$ cat config.mk
export PLATFORM = sky130hd
export DESIGN_NAME = leaky_integrate_fire_neuron
export DESIGN_NICKNAME = d
export VERILOG_FILES = /design/src/design/lif_pkg.sv /design/src/design/lif_cfg.sv /design/src/design/lif_mul.sv /design/src/design/leaky_integrate_fire_neuron.sv
export SDC_FILE = /design/constraint.sdc
export NUM_CORES = 2
export LEC_CHECK = 0
export BUFFER_PORTS_ARGS = -buffer_cell sky130_fd_sc_hd__clkbuf_2
export CAP_MARGIN = 20
export CORE_AREA = 3 3 345 347
export DETAILED_ROUTE_END_ITERATION = 8
export DIE_AREA = 0 0 348 350
export GPL_ROUTABILITY_DRIVEN = 0
export GPL_TIMING_DRIVEN = 0
export HOLD_SLACK_MARGIN = 0.03
export PLACE_DENSITY = 0.53
export SKIP_CTS_REPAIR_TIMING = 1
export SYNTH_ARGS = -nofsm -noshare
export SYNTH_HDL_FRONTEND = slang
export SYNTH_SLANG_ARGS = --single-unit
$ cat constraint.sdc
create_clock -name clk -period 8.9 [get_ports clk]
set_input_delay 1.78 -clock clk [delete_from_list [all_inputs] [get_ports clk]]
set_output_delay 1.78 -clock clk [all_outputs]
set_load 0.05 [all_outputs]
$ cat src/design/lif_pkg.sv
// Shared types, register codes, reset values and arithmetic helpers for the
// leaky integrate-and-fire neuron. No dependencies.
package lif_pkg;

    localparam int unsigned MUL_A_W = 24;
    localparam int unsigned MUL_B_W = 24;
    localparam int unsigned PROD_W  = MUL_A_W + MUL_B_W + 1;

    localparam int unsigned ADDR_W = 5;
    localparam int unsigned DATA_W = 32;

    localparam logic [2:0] IDX_STEP_GAIN       = 3'd0;
    localparam logic [2:0] IDX_THR_DECAY_GAIN  = 3'd1;
    localparam logic [2:0] IDX_REST_POTENTIAL  = 3'd2;
    localparam logic [2:0] IDX_RESET_POTENTIAL = 3'd3;
    localparam logic [2:0] IDX_BASE_THRESHOLD  = 3'd4;
    localparam logic [2:0] IDX_PEAK_THRESHOLD  = 3'd5;
    localparam logic [2:0] IDX_REFRACT_TICKS   = 3'd6;
    localparam logic [2:0] IDX_INTEG_MODE      = 3'd7;

    localparam logic [1:0] MODE_EULER = 2'd0;
    localparam logic [1:0] MODE_RK4   = 2'd1;

    localparam logic        [15:0] RST_STEP_GAIN       = 16'd6554;
    localparam logic        [15:0] RST_THR_DECAY_GAIN  = 16'd3277;
    localparam logic signed [15:0] RST_REST_POTENTIAL  = -16'sd17920;
    localparam logic signed [15:0] RST_RESET_POTENTIAL = -16'sd17920;
    localparam logic signed [15:0] RST_BASE_THRESHOLD  = -16'sd12800;
    localparam logic signed [15:0] RST_PEAK_THRESHOLD  = 16'sd0;
    localparam logic        [15:0] RST_REFRACT_TICKS   = 16'd20;
    localparam logic        [1:0]  RST_INTEG_MODE      = MODE_EULER;

    // Division by six: floor(u / 6) = (u * DIV6_RECIP) >> DIV6_SHIFT for u < 2^23.
    localparam logic [MUL_A_W-1:0]        DIV6_RECIP  = 24'd11184811;
    localparam int unsigned               DIV6_SHIFT  = 26;
    localparam logic signed [MUL_B_W-1:0] DIV6_BIAS   = 24'sd6291456;
    localparam logic signed [MUL_B_W-1:0] DIV6_OFFSET = 24'sd1048576;

    typedef struct packed {
        logic        [15:0] step_gain;
        logic        [15:0] threshold_decay_gain;
        logic signed [15:0] rest_potential;
        logic signed [15:0] reset_potential;
        logic signed [15:0] base_threshold;
        logic signed [15:0] peak_threshold;
        logic        [15:0] refractory_ticks;
        logic        [1:0]  integrator_mode;
    } lif_cfg_t;

    typedef enum logic [3:0] {
        ST_IDLE,
        ST_DEC_MUL,
        ST_DEC_UPD,
        ST_K1_MUL,
        ST_K1_UPD,
        ST_K2_MUL,
        ST_K2_UPD,
        ST_K3_MUL,
        ST_K3_UPD,
        ST_K4_MUL,
        ST_K4_UPD,
        ST_DIV_MUL,
        ST_DIV_UPD,
        ST_FIRE,
        ST_OUT
    } lif_state_t;

    function automatic logic signed [15:0] sat16(input logic signed [23:0] x);
        logic signed [15:0] y;
        if (x > 24'sd32767)
        begin
            y = 16'sh7FFF;
        end
        else if (x < -24'sd32768)
        begin
            y = 16'sh8000;
        end
        else
        begin
            y = x[15:0];
        end
        return y;
    endfunction

endpackage

$ cat src/design/lif_cfg.sv
// Configuration register file of the neuron behind an APB-style port.
// Depends on lif_pkg for the register codes, reset values and lif_cfg_t.
module lif_cfg (
    input  logic                         clk,
    input  logic                         rst_n,
    input  logic                         psel,
    input  logic                         penable,
    input  logic                         pwrite,
    input  logic [lif_pkg::ADDR_W-1:0]   paddr,
    input  logic [lif_pkg::DATA_W-1:0]   pwdata,
    output logic [lif_pkg::DATA_W-1:0]   prdata,
    output lif_pkg::lif_cfg_t            cfg
);
    import lif_pkg::*;

    lif_cfg_t   cfg_reg;
    lif_cfg_t   cfg_next;
    logic [2:0] index;
    logic       write_en;

    assign index    = paddr[ADDR_W-1:2];
    assign write_en = psel && penable && pwrite;
    assign cfg      = cfg_reg;

    always_comb
    begin
        cfg_next = cfg_reg;
        if (write_en)
        begin
            unique case (index)
                IDX_STEP_GAIN:       cfg_next.step_gain            = pwdata[15:0];
                IDX_THR_DECAY_GAIN:  cfg_next.threshold_decay_gain = pwdata[15:0];
                IDX_REST_POTENTIAL:  cfg_next.rest_potential       = pwdata[15:0];
                IDX_RESET_POTENTIAL: cfg_next.reset_potential      = pwdata[15:0];
                IDX_BASE_THRESHOLD:  cfg_next.base_threshold       = pwdata[15:0];
                IDX_PEAK_THRESHOLD:  cfg_next.peak_threshold       = pwdata[15:0];
                IDX_REFRACT_TICKS:   cfg_next.refractory_ticks     = pwdata[15:0];
                IDX_INTEG_MODE:      cfg_next.integrator_mode      = pwdata[1:0];
                default:             cfg_next = cfg_reg;
            endcase
        end
    end

    always_comb
    begin
        unique case (index)
            IDX_STEP_GAIN:       prdata = {16'd0, cfg_reg.step_gain};
            IDX_THR_DECAY_GAIN:  prdata = {16'd0, cfg_reg.threshold_decay_gain};
            IDX_REST_POTENTIAL:  prdata = {16'd0, cfg_reg.rest_potential};
            IDX_RESET_POTENTIAL: prdata = {16'd0, cfg_reg.reset_potential};
            IDX_BASE_THRESHOLD:  prdata = {16'd0, cfg_reg.base_threshold};
            IDX_PEAK_THRESHOLD:  prdata = {16'd0, cfg_reg.peak_threshold};
            IDX_REFRACT_TICKS:   prdata = {16'd0, cfg_reg.refractory_ticks};
            IDX_INTEG_MODE:      prdata = {30'd0, cfg_reg.integrator_mode};
            default:             prdata = '0;
        endcase
    end

    always_ff @(posedge clk or negedge rst_n)
    begin
        if (!rst_n)
        begin
            cfg_reg.step_gain            <= RST_STEP_GAIN;
            cfg_reg.threshold_decay_gain <= RST_THR_DECAY_GAIN;
            cfg_reg.rest_potential       <= RST_REST_POTENTIAL;
            cfg_reg.reset_potential      <= RST_RESET_POTENTIAL;
            cfg_reg.base_threshold       <= RST_BASE_THRESHOLD;
            cfg_reg.peak_threshold       <= RST_PEAK_THRESHOLD;
            cfg_reg.refractory_ticks     <= RST_REFRACT_TICKS;
            cfg_reg.integrator_mode      <= RST_INTEG_MODE;
        end
        else
        begin
            cfg_reg <= cfg_next;
        end
    end

endmodule

$ cat src/design/lif_mul.sv
// Shared multiplier of the neuron with a registered product.
// Depends on lif_pkg for the operand and product widths.
module lif_mul (
    input  logic                                clk,
    input  logic        [lif_pkg::MUL_A_W-1:0]  a,
    input  logic signed [lif_pkg::MUL_B_W-1:0]  b,
    output logic signed [lif_pkg::PROD_W-1:0]   prod
);
    import lif_pkg::*;

    logic signed [PROD_W-1:0] prod_reg;

    assign prod = prod_reg;

    always_ff @(posedge clk)
    begin
        prod_reg <= $signed({1'b0, a}) * b;
    end

endmodule

$ cat src/design/leaky_integrate_fire_neuron.sv
// An item runs the DEC states, then ST_OUT if refractory, else the K1 states with
// forward Euler, K1 to K4 and DIV states with Runge-Kutta or none in other modes,
// then ST_FIRE and ST_OUT, where an output stall holds it. A new input is taken only
// back in ST_IDLE, once the result is registered. The one shared multiplier uses a MUL
// and an UPD state per product. Reset is asynchronous, active low, and restores the
// register defaults, membrane at rest, threshold at base and no refractory count.
module leaky_integrate_fire_neuron (
    input  logic                                clk,
    input  logic                                rst_n,
    input  logic                                psel,
    input  logic                                penable,
    input  logic                                pwrite,
    input  logic        [lif_pkg::ADDR_W-1:0]   paddr,
    input  logic        [lif_pkg::DATA_W-1:0]   pwdata,
    output logic        [lif_pkg::DATA_W-1:0]   prdata,
    output logic                                pready,
    input  logic                                in_valid,
    output logic                                in_stall,
    input  logic signed [15:0]                  drive,
    output logic                                out_valid,
    input  logic                                out_stall,
    output logic                                spiked,
    output logic signed [15:0]                  membrane_potential,
    output logic signed [15:0]                  current_threshold,
    output logic                                refractory_active
);
    import lif_pkg::*;

    localparam logic signed [PROD_W-1:0] HALF16  = 49'sd32768;
    localparam logic signed [PROD_W-1:0] HALF17  = 49'sd65536;
    localparam logic signed [PROD_W-1:0] HALF6X  = 49'sd196608;

    lif_cfg_t                   cfg;
    lif_state_t                 state_reg, state_next;
    logic signed [15:0]         mem_reg, mem_next;
    logic signed [15:0]         thr_reg, thr_next;
    logic        [15:0]         refr_left_reg, refr_left_next;
    logic signed [19:0]         d1_reg, d1_next;
    logic signed [21:0]         acc_reg, acc_next;
    logic        [MUL_A_W-1:0]  a_reg, a_next;
    logic signed [MUL_B_W-1:0]  b_reg, b_next;
    logic                       spike_reg, spike_next;
    logic                       refr_flag_reg, refr_flag_next;
    logic                       out_valid_reg, out_valid_next;
    logic                       out_spiked_reg, out_spiked_next;
    logic signed [15:0]         out_mem_reg, out_mem_next;
    logic signed [15:0]         out_thr_reg, out_thr_next;
    logic                       out_refr_reg, out_refr_next;

    logic signed [PROD_W-1:0]   prod;
    logic signed [PROD_W-1:0]   prod_r16_full;
    logic signed [PROD_W-1:0]   prod_r17_full;
    logic signed [PROD_W-1:0]   prod_r6_full;
    logic signed [23:0]         prod_r16;
    logic signed [23:0]         prod_r17;
    logic signed [23:0]         prod_r6;
    logic signed [23:0]         quot6;
    logic signed [23:0]         mem24;
    logic signed [23:0]         thr24;
    logic signed [23:0]         d1_24;
    logic signed [23:0]         dk;
    logic                       accept;
    logic                       out_ready;
    logic                       integrate;

    lif_cfg u_lif_cfg (
        .clk     (clk),
        .rst_n   (rst_n),
        .psel    (psel),
        .penable (penable),
        .pwrite  (pwrite),
        .paddr   (paddr),
        .pwdata  (pwdata),
        .prdata  (prdata),
        .cfg     (cfg)
    );

    lif_mul u_lif_mul (
        .clk  (clk),
        .a    (a_reg),
        .b    (b_reg),
        .prod (prod)
    );

    assign pready    = 1'b1;
    assign in_stall  = (state_reg != ST_IDLE);
    assign accept    = in_valid && !in_stall;
    assign out_ready = !out_valid_reg || !out_stall;
    assign integrate = (cfg.integrator_mode == MODE_EULER) ||
                       (cfg.integrator_mode == MODE_RK4);

    assign prod_r16_full = (prod + HALF16) >>> 16;
    assign prod_r17_full = (prod + HALF17) >>> 17;
    assign prod_r6_full  = (prod + HALF6X) >>> 16;
    assign prod_r16      = prod_r16_full[23:0];
    assign prod_r17      = prod_r17_full[23:0];
    assign prod_r6       = prod_r6_full[23:0];
    assign quot6         = $signed({3'd0, prod[DIV6_SHIFT+20:DIV6_SHIFT]}) - DIV6_OFFSET;

    assign mem24 = {{8{mem_reg[15]}}, mem_reg};
    assign thr24 = {{8{thr_reg[15]}}, thr_reg};
    assign d1_24 = {{4{d1_reg[19]}}, d1_reg};

    assign out_valid          = out_valid_reg;
    assign spiked             = out_spiked_reg;
    assign membrane_potential = out_mem_reg;
    assign current_threshold  = out_thr_reg;
    assign refractory_active  = out_refr_reg;

    always_comb
    begin
        state_next = state_reg;
        unique case (state_reg)
            ST_IDLE:
            begin
                if (accept)
                begin
                    state_next = ST_DEC_MUL;
                end
            end
            ST_DEC_MUL: state_next = ST_DEC_UPD;
            ST_DEC_UPD:
            begin
                if (refr_left_reg != 16'd0)
                begin
                    state_next = ST_OUT;
                end
                else if (integrate)
                begin
                    state_next = ST_K1_MUL;
                end
                else
                begin
                    state_next = ST_FIRE;
                end
            end
            ST_K1_MUL: state_next = ST_K1_UPD;
            ST_K1_UPD:
            begin
                if (cfg.integrator_mode == MODE_EULER)
                begin
                    state_next = ST_FIRE;
                end
                else
                begin
                    state_next = ST_K2_MUL;
                end
            end
            ST_K2_MUL:  state_next = ST_K2_UPD;
            ST_K2_UPD:  state_next = ST_K3_MUL;
            ST_K3_MUL:  state_next = ST_K3_UPD;
            ST_K3_UPD:  state_next = ST_K4_MUL;
            ST_K4_MUL:  state_next = ST_K4_UPD;
            ST_K4_UPD:  state_next = ST_DIV_MUL;
            ST_DIV_MUL: state_next = ST_DIV_UPD;
            ST_DIV_UPD: state_next = ST_FIRE;
            ST_FIRE:    state_next = ST_OUT;
            ST_OUT:
            begin
                if (out_ready)
                begin
                    state_next = ST_IDLE;
                end
            end
            default:    state_next = ST_IDLE;
        endcase
    end

    always_comb
    begin
        mem_next        = mem_reg;
        thr_next        = thr_reg;
        refr_left_next  = refr_left_reg;
        d1_next         = d1_reg;
        acc_next        = acc_reg;
        a_next          = a_reg;
        b_next          = b_reg;
        spike_next      = spike_reg;
        refr_flag_next  = refr_flag_reg;
        out_valid_next  = out_valid_reg && out_stall;
        out_spiked_next = out_spiked_reg;
        out_mem_next    = out_mem_reg;
        out_thr_next    = out_thr_reg;
        out_refr_next   = out_refr_reg;
        dk              = '0;
        unique case (state_reg)
            ST_IDLE:
            begin
                if (accept)
                begin
                    d1_next = {{4{cfg.rest_potential[15]}}, cfg.rest_potential}
                            - {{4{mem_reg[15]}}, mem_reg}
                            + {{4{drive[15]}}, drive};
                    a_next  = {8'd0, cfg.threshold_decay_gain};
                    b_next  = {{8{cfg.base_threshold[15]}}, cfg.base_threshold} - thr24;
                end
            end
            ST_DEC_UPD:
            begin
                thr_next   = sat16(thr24 + prod_r16);
                spike_next = 1'b0;
                if (refr_left_reg != 16'd0)
                begin
                    refr_left_next = refr_left_reg - 16'd1;
                    mem_next       = cfg.reset_potential;
                    refr_flag_next = 1'b1;
                end
                else
                begin
                    refr_flag_next = 1'b0;
                    a_next         = {8'd0, cfg.step_gain};
                    b_next         = d1_24;
                end
            end
            ST_K1_UPD:
            begin
                if (cfg.integrator_mode == MODE_EULER)
                begin
                    mem_next = sat16(mem24 + prod_r16);
                end
                else
                begin
                    dk       = d1_24 - prod_r17;
                    b_next   = dk;
                    acc_next = 22'(d1_24 + (dk <<< 1));
                end
            end
            ST_K2_UPD:
            begin
                dk       = d1_24 - prod_r17;
                b_next   = dk;
                acc_next = 22'({{2{acc_reg[21]}}, acc_reg} + (dk <<< 1));
            end
            ST_K3_UPD:
            begin
                dk     = d1_24 - prod_r16;
                b_next = {{2{acc_reg[21]}}, acc_reg} + dk;
            end
            ST_K4_UPD:
            begin
                a_next = DIV6_RECIP;
                b_next = prod_r6 + DIV6_BIAS;
            end
            ST_DIV_UPD:
            begin
                mem_next = sat16(mem24 + quot6);
            end
            ST_FIRE:
            begin
                if (mem_reg >= thr_reg)
                begin
                    spike_next     = 1'b1;
                    mem_next       = cfg.reset_potential;
                    refr_left_next = cfg.refractory_ticks;
                    thr_next       = cfg.peak_threshold;
                end
            end
            ST_OUT:
            begin
                if (out_ready)
                begin
                    out_valid_next  = 1'b1;
                    out_spiked_next = spike_reg;
                    out_mem_next    = mem_reg;
                    out_thr_next    = thr_reg;
                    out_refr_next   = refr_flag_reg;
                end
            end
            default:
            begin
                dk = '0;
            end
        endcase
    end

    always_ff @(posedge clk or negedge rst_n)
    begin
        if (!rst_n)
        begin
            state_reg     <= ST_IDLE;
            mem_reg       <= RST_REST_POTENTIAL;
            thr_reg       <= RST_BASE_THRESHOLD;
            refr_left_reg <= '0;
            out_valid_reg <= 1'b0;
        end
        else
        begin
            state_reg     <= state_next;
            mem_reg       <= mem_next;
            thr_reg       <= thr_next;
            refr_left_reg <= refr_left_next;
            out_valid_reg <= out_valid_next;
        end
    end

    always_ff @(posedge clk)
    begin
        d1_reg         <= d1_next;
        acc_reg        <= acc_next;
        a_reg          <= a_next;
        b_reg          <= b_next;
        spike_reg      <= spike_next;
        refr_flag_reg  <= refr_flag_next;
        out_spiked_reg <= out_spiked_next;
        out_mem_reg    <= out_mem_next;
        out_thr_reg    <= out_thr_next;
        out_refr_reg   <= out_refr_next;
    end

endmodule

[After elaboration in Yosys (flattened, before gate mapping)]
Cells that the tools add are included.
Storage, ports and cells
  flip-flop bits (word level): 338
  word-level logic and storage cells: 150
Operators by class
  add/sub/neg operators: 17
  multipliers: 1
  $lt $le $gt $ge: 7
  eq/ne operators: 29
  muxes and demuxes: 36
  reductions and logical operators: 36
Operators with widths (count)
  $pmux W32 S8: 1
  $mux W16: 12
  $pmux W24 S6: 1
  $mux W24: 5
  $pmux W24 S3: 1
  $pmux W16 S2: 2
  $pmux W16 S4: 1
  $pmux W4 S15: 1
  $add A16 B24 Y24: 2
  $gt A24 B16 Y1 const B: 2
  $lt A24 B16 Y1 const B: 2
  $sub A18 B24 Y24: 2
  $mul A25 B24 Y47: 1
  $pmux W22 S2: 1
  $add A41 B18 Y41 const B: 1
  $add A40 B17 Y40 const B: 1
  $add A40 B19 Y40 const B: 1
  $sub A16 B16 Y17: 2
  $eq A4 B4 Y1 const B: 7
  $reduce_and A2 Y1: 13
  $add A24 B24 Y24: 1
  $add A24 B24 Y24 const B: 1
  $add A16 B22 Y23: 1
  $gt A23 B16 Y1 const B: 1
  32 further kinds: 63

[Depth between registers and ports, before layout]
  word-level depth: 7
  mapped depth: 30

[Hierarchy]
A second synthesis with hierarchy kept.
Unflattened totals
  cell total of the unflattened synthesis: 4890
  area, all modules: 44930.6 um2
Modules (own cells, without submodules)
  lif_mul: instances 1, cells each 2224, area each 20279.4 um2, seq. area each 980.9 um2
  leaky_integrate_fire_neuron: instances 1, cells each 2277, area each 19189.7 um2, seq. area each 4852.2 um2
  lif_cfg: instances 1, cells each 389, area each 5461.5 um2, seq. area each 2891.5 um2

[Worst setup path after synthesis]
OpenSTA, ideal clock, no wires.
  path kind: reg-to-reg
  from: register b_reg[5]
  to: register u_lif_mul.prod_reg[46] (netlist: u_lif_mul.prod[46])
  library setup time: 0.121 ns
  arrival: 7.233 ns
  required time: 8.779 ns
  setup slack: 1.546 ns
  cell stages (with the launch flop): 29
  path buffers: 2
  clock period less this slack: 7.354 ns
  cells stage by stage: edfxtp_1 clkbuf_1 clkbuf_1 nand2_1 fa_1 inv_1 fa_1 inv_1 fa_1 inv_1 fa_1 inv_1 fa_1 inv_1 fa_1 fa_1 ha_1 o21ai_0 a221oi_1 nor2b_1 a21oi_1 a31oi_1 nor4_1 o21ai_0 a31oi_1 o31ai_1 a311oi_1 o211a_1 nor3_1
On the way
  cells in the longest elaborated chain, start to end: 1
RTL lines
  start: declaration: line leaky_integrate_fire_neuron.sv:41  | logic signed [MUL_B_W-1:0] b_reg, b_next;
  start signal: assignment: line leaky_integrate_fire_neuron.sv:301  | b_reg <= b_next;
  $mul A25 B24 Y47: line lif_mul.sv:17  | prod_reg <= $signed({1'b0, a}) * b;
  end signal: assignment: line lif_mul.sv:17
  end: declaration: line lif_mul.sv:11  | logic signed [PROD_W-1:0] prod_reg;
No other way between the ends.
A chain may end at the register's enable or synchronous reset.

[Final worst setup path]
  from: register a_reg[9]
  to: register u_lif_mul.prod_reg[45] (netlist: u_lif_mul.prod[45])
On the way
  cells in the longest elaborated chain, start to end: 1
RTL lines
  start: declaration: line leaky_integrate_fire_neuron.sv:40  | logic [MUL_A_W-1:0] a_reg, a_next;
  start signal: assignment: line leaky_integrate_fire_neuron.sv:300  | a_reg <= a_next;
  $mul A25 B24 Y47: line lif_mul.sv:17
No other way between the ends.

==> impl_metrics.tcl <==
set metrics [dict create \
    route.detailed.wl_per_inst_um 22.15 \
    maxClockFrequency_mhz 118.7 \
    ys_async_sr_fraction_pct 52.85 \
    finalSetupViolations 0 \
    syn_avg_cell_area_um2 9.232 \
    cts_made_buffers 40 \
    route.detailed.drc 0 \
    clk_transition_reported_paths_ps 70 \
    drt-vias-per-instance 5.281 \
    fp.dieW_um 348 \
    clk_buf_depth 3 \
    io-pin-count 129 \
    start_util_pct 34.84 \
    synthTopCellsByArea "sky130_fd_sc_hd__fa_1 (21%), sky130_fd_sc_hd__ha_1 (13%), sky130_fd_sc_hd__edfxtp_1 (8.7%)" \
    cts_tree "done" \
    final_layout_size_suffix_gt1_share_pct 8.754 \
    synth_top_area_share_pct 21.46 \
    synthesis.area_mm2 0.04048 \
    vias_in_the_first_global_route 32465 \
    largest_register_ffs 114 \
    drt-total-wl_um 135200 \
    fp.coreArea_mm2 0.1162 \
    yosys-top-cells-count "sky130_fd_sc_hd__inv_1 (632), sky130_fd_sc_hd__fa_1 (434), sky130_fd_sc_hd__ha_1 (422)" \
    final_antenna_net_count 0 \
    critical_path.endpoint_type "register" \
    run_status "finished clean" \
    yosysSeqAreaShare_pct 20.71 \
    nNetsFinal 5465 \
    clock_insertion_delay_worst_skew_ps 620 \
    port_buffers 92 \
    antenna_found_initial 6 \
    hp-class "register to register" \
    grtUsageTotal_pct 22.28 \
    ffs_latches_synth 316 \
    hold_path_startpoint "spike_reg" \
    htree_levels 2 \
    die_area_mm2 0.1218 \
    timing.final.crit_share_pct 94.70 \
    cp-start-kind "register" \
    fin_worst_skew_ps 53.79 \
    die_y_um 350 \
    grt_first_pass_wirelength_um 205500 \
    synth_most_common_cell "sky130_fd_sc_hd__inv_1" \
    reg2reg_from "a_reg[9]" \
    synthCells 4385 \
    critPathMaxFanout 10 \
    drtPass1Iterations 6 \
    detailedPlacementHpwl_um 110900 \
    critical_path.startpoint "a_reg[9]" \
    clockRootBuffer "sky130_fd_sc_hd__clkbuf_16" \
    path_class "register to register" \
    detail_route.iter0.violations 2511 \
    count_of_final_hold_check_violations 0 \
    cp.required_ps 9400 \
    drv_cap 0 \
    finalCriticalPeriod_ps 8428 \
    count_of_pins_over_their_slew_limit 0 \
    timing.slew.headroom_pct 21.90 \
    yosysUniqueCellTypes 87 \
    synth-edff-count 117 \
    ys.flop_type "sky130_fd_sc_hd__dfrtp_1" \
    antenna-diode-count 0 \
    layout-area-overhead-vs-synth_pct 10.04 \
    timing_worst_slew_pin_value_ps 1159 \
    clock_sink_count 316 \
    routed-via-count 32243 \
    setup-tns-final_ps 0 \
    arrival_ps 8930 \
    grt_start_max_net_pins 95 \
    synth_largest_area_cell "sky130_fd_sc_hd__fa_1" \
    core.rowCount 125 \
    overflow 0 \
    synth_warn 0 \
]
## through the flow
stage / worst slack [ps] / util (%) / instance area (µm²) / hold slack [ps] / std cells
final: 471.8 / 38.34 / 44550 / 451.9 / 6105
after global routing: -0.9814 / 38.34 / 44550 / 463.3 / 6105
after CTS: -198.2 / 38.25 / 44450 / 453.3 / 6103
after detailed placement: -151.2 / 37.07 / 43080 / 409.2 / 6029
after global placement: -155.5 / 36.93 / 42920 / 430.7 / 6019
after floorplan: 1546 / - / 40550 / 400.3 / 4403
## metal layers
metal | track usage (%) | share of wire [%]
met5 | 0 | 0.013
met4 | 7.733 | 4.2
met3 | 3.124 | 6.9
met2 | 36.14 | 45
met1 | 30.49 | 44
## cell usage in the layout, fill, tap and decap left out, types with 32 or more instances in the layout
cell type                     n
sky130_fd_sc_hd__ha_1       422
sky130_fd_sc_hd__clkbuf_1   122
sky130_fd_sc_hd__a21oi_1    210
sky130_fd_sc_hd__and2_1     237
sky130_fd_sc_hd__xnor2_1    157
sky130_fd_sc_hd__a211oi_1    37
sky130_fd_sc_hd__nand3_1     63
sky130_fd_sc_hd__fa_1       434
sky130_fd_sc_hd__nor3_1      71
sky130_fd_sc_hd__a21o_1      84
sky130_fd_sc_hd__xor2_1      82
sky130_fd_sc_hd__nand2b_1    47
sky130_fd_sc_hd__nand2_1    417
sky130_fd_sc_hd__dfrtp_1    126
sky130_fd_sc_hd__dfxtp_1     32
sky130_fd_sc_hd__clkbuf_2   114
sky130_fd_sc_hd__clkbuf_16   42
sky130_fd_sc_hd__edfxtp_1   117
sky130_fd_sc_hd__nor2b_1     48
sky130_fd_sc_hd__o21ai_0    175
sky130_fd_sc_hd__nor2_1     226
sky130_fd_sc_hd__or3_1       32
sky130_fd_sc_hd__dfstp_2     41
sky130_fd_sc_hd__mux2_2     101
sky130_fd_sc_hd__inv_1      632
## worst max-delay path, stage by stage, from the launching register on
cell	delay, ps
sky130_fd_sc_hd__edfxtp_1	640
sky130_fd_sc_hd__clkbuf_2	410
sky130_fd_sc_hd__and2_1	210
sky130_fd_sc_hd__fa_1	450
sky130_fd_sc_hd__fa_1	510
sky130_fd_sc_hd__inv_1	60
sky130_fd_sc_hd__fa_1	550
sky130_fd_sc_hd__inv_1	60
sky130_fd_sc_hd__fa_1	490
sky130_fd_sc_hd__inv_1	50
sky130_fd_sc_hd__fa_1	470
sky130_fd_sc_hd__inv_1	50
sky130_fd_sc_hd__fa_1	520
sky130_fd_sc_hd__fa_1	520
sky130_fd_sc_hd__ha_1	400
sky130_fd_sc_hd__o21ai_0	150
sky130_fd_sc_hd__a221oi_1	420
sky130_fd_sc_hd__nor2b_1	120
sky130_fd_sc_hd__a21oi_1	310
sky130_fd_sc_hd__a31oi_4	200
sky130_fd_sc_hd__nor4_2	300
sky130_fd_sc_hd__o21ai_0	160
sky130_fd_sc_hd__a31oi_1	340
sky130_fd_sc_hd__o31ai_1	190
sky130_fd_sc_hd__a311oi_2	400
sky130_fd_sc_hd__nor3_1	120
sky130_fd_sc_hd__xnor2_1	220
## worst paths after layout
path / endpoint / slack, ps / depth (start not counted)
worst min-delay path: spiked / 450 / 0
min in group asynchronous: refr_left_reg[8] / 1180 / 1
max in group asynchronous: mem_reg[15] / 6770 / 2
worst max-delay path: u_lif_mul.prod[45] / 470 / 26
worst min register to register: spiked / 450 / 0
worst max register to register: u_lif_mul.prod[45] / 470 / 26
## area by class of cell
cell class | instances | area, µm²
fill | 11765 | 71660
multi-input combinational | 3277 | 29100
sequential | 316 | 8384
inverter | 633 | 2376
tap | 1524 | 1907
clock buffer | 54 | 1136
buffer | 176 | 770.7
timing repair buffer | 105 | 650.6
clock inverter | 20 | 230.2
## logic make-up (layout without fill, tap and decap cells)
logic type      count (synthesis)  in the layout  synth area share [%]
compound gates                778            778                 12.65
other cells                     2             20               0.01855
flops                         316            316                 20.71
mux                           139            139                 4.243
xor+xnor                      239            239                 5.171
simple gates                 1245           1245                 15.00
buf+inv                       810            988                 7.711
fa+ha+maj                     856            856                 34.50
Power is left out: the tool's default activity adds up to more than one toggle a clock period on the data nets, which glitch-free logic cannot reach.
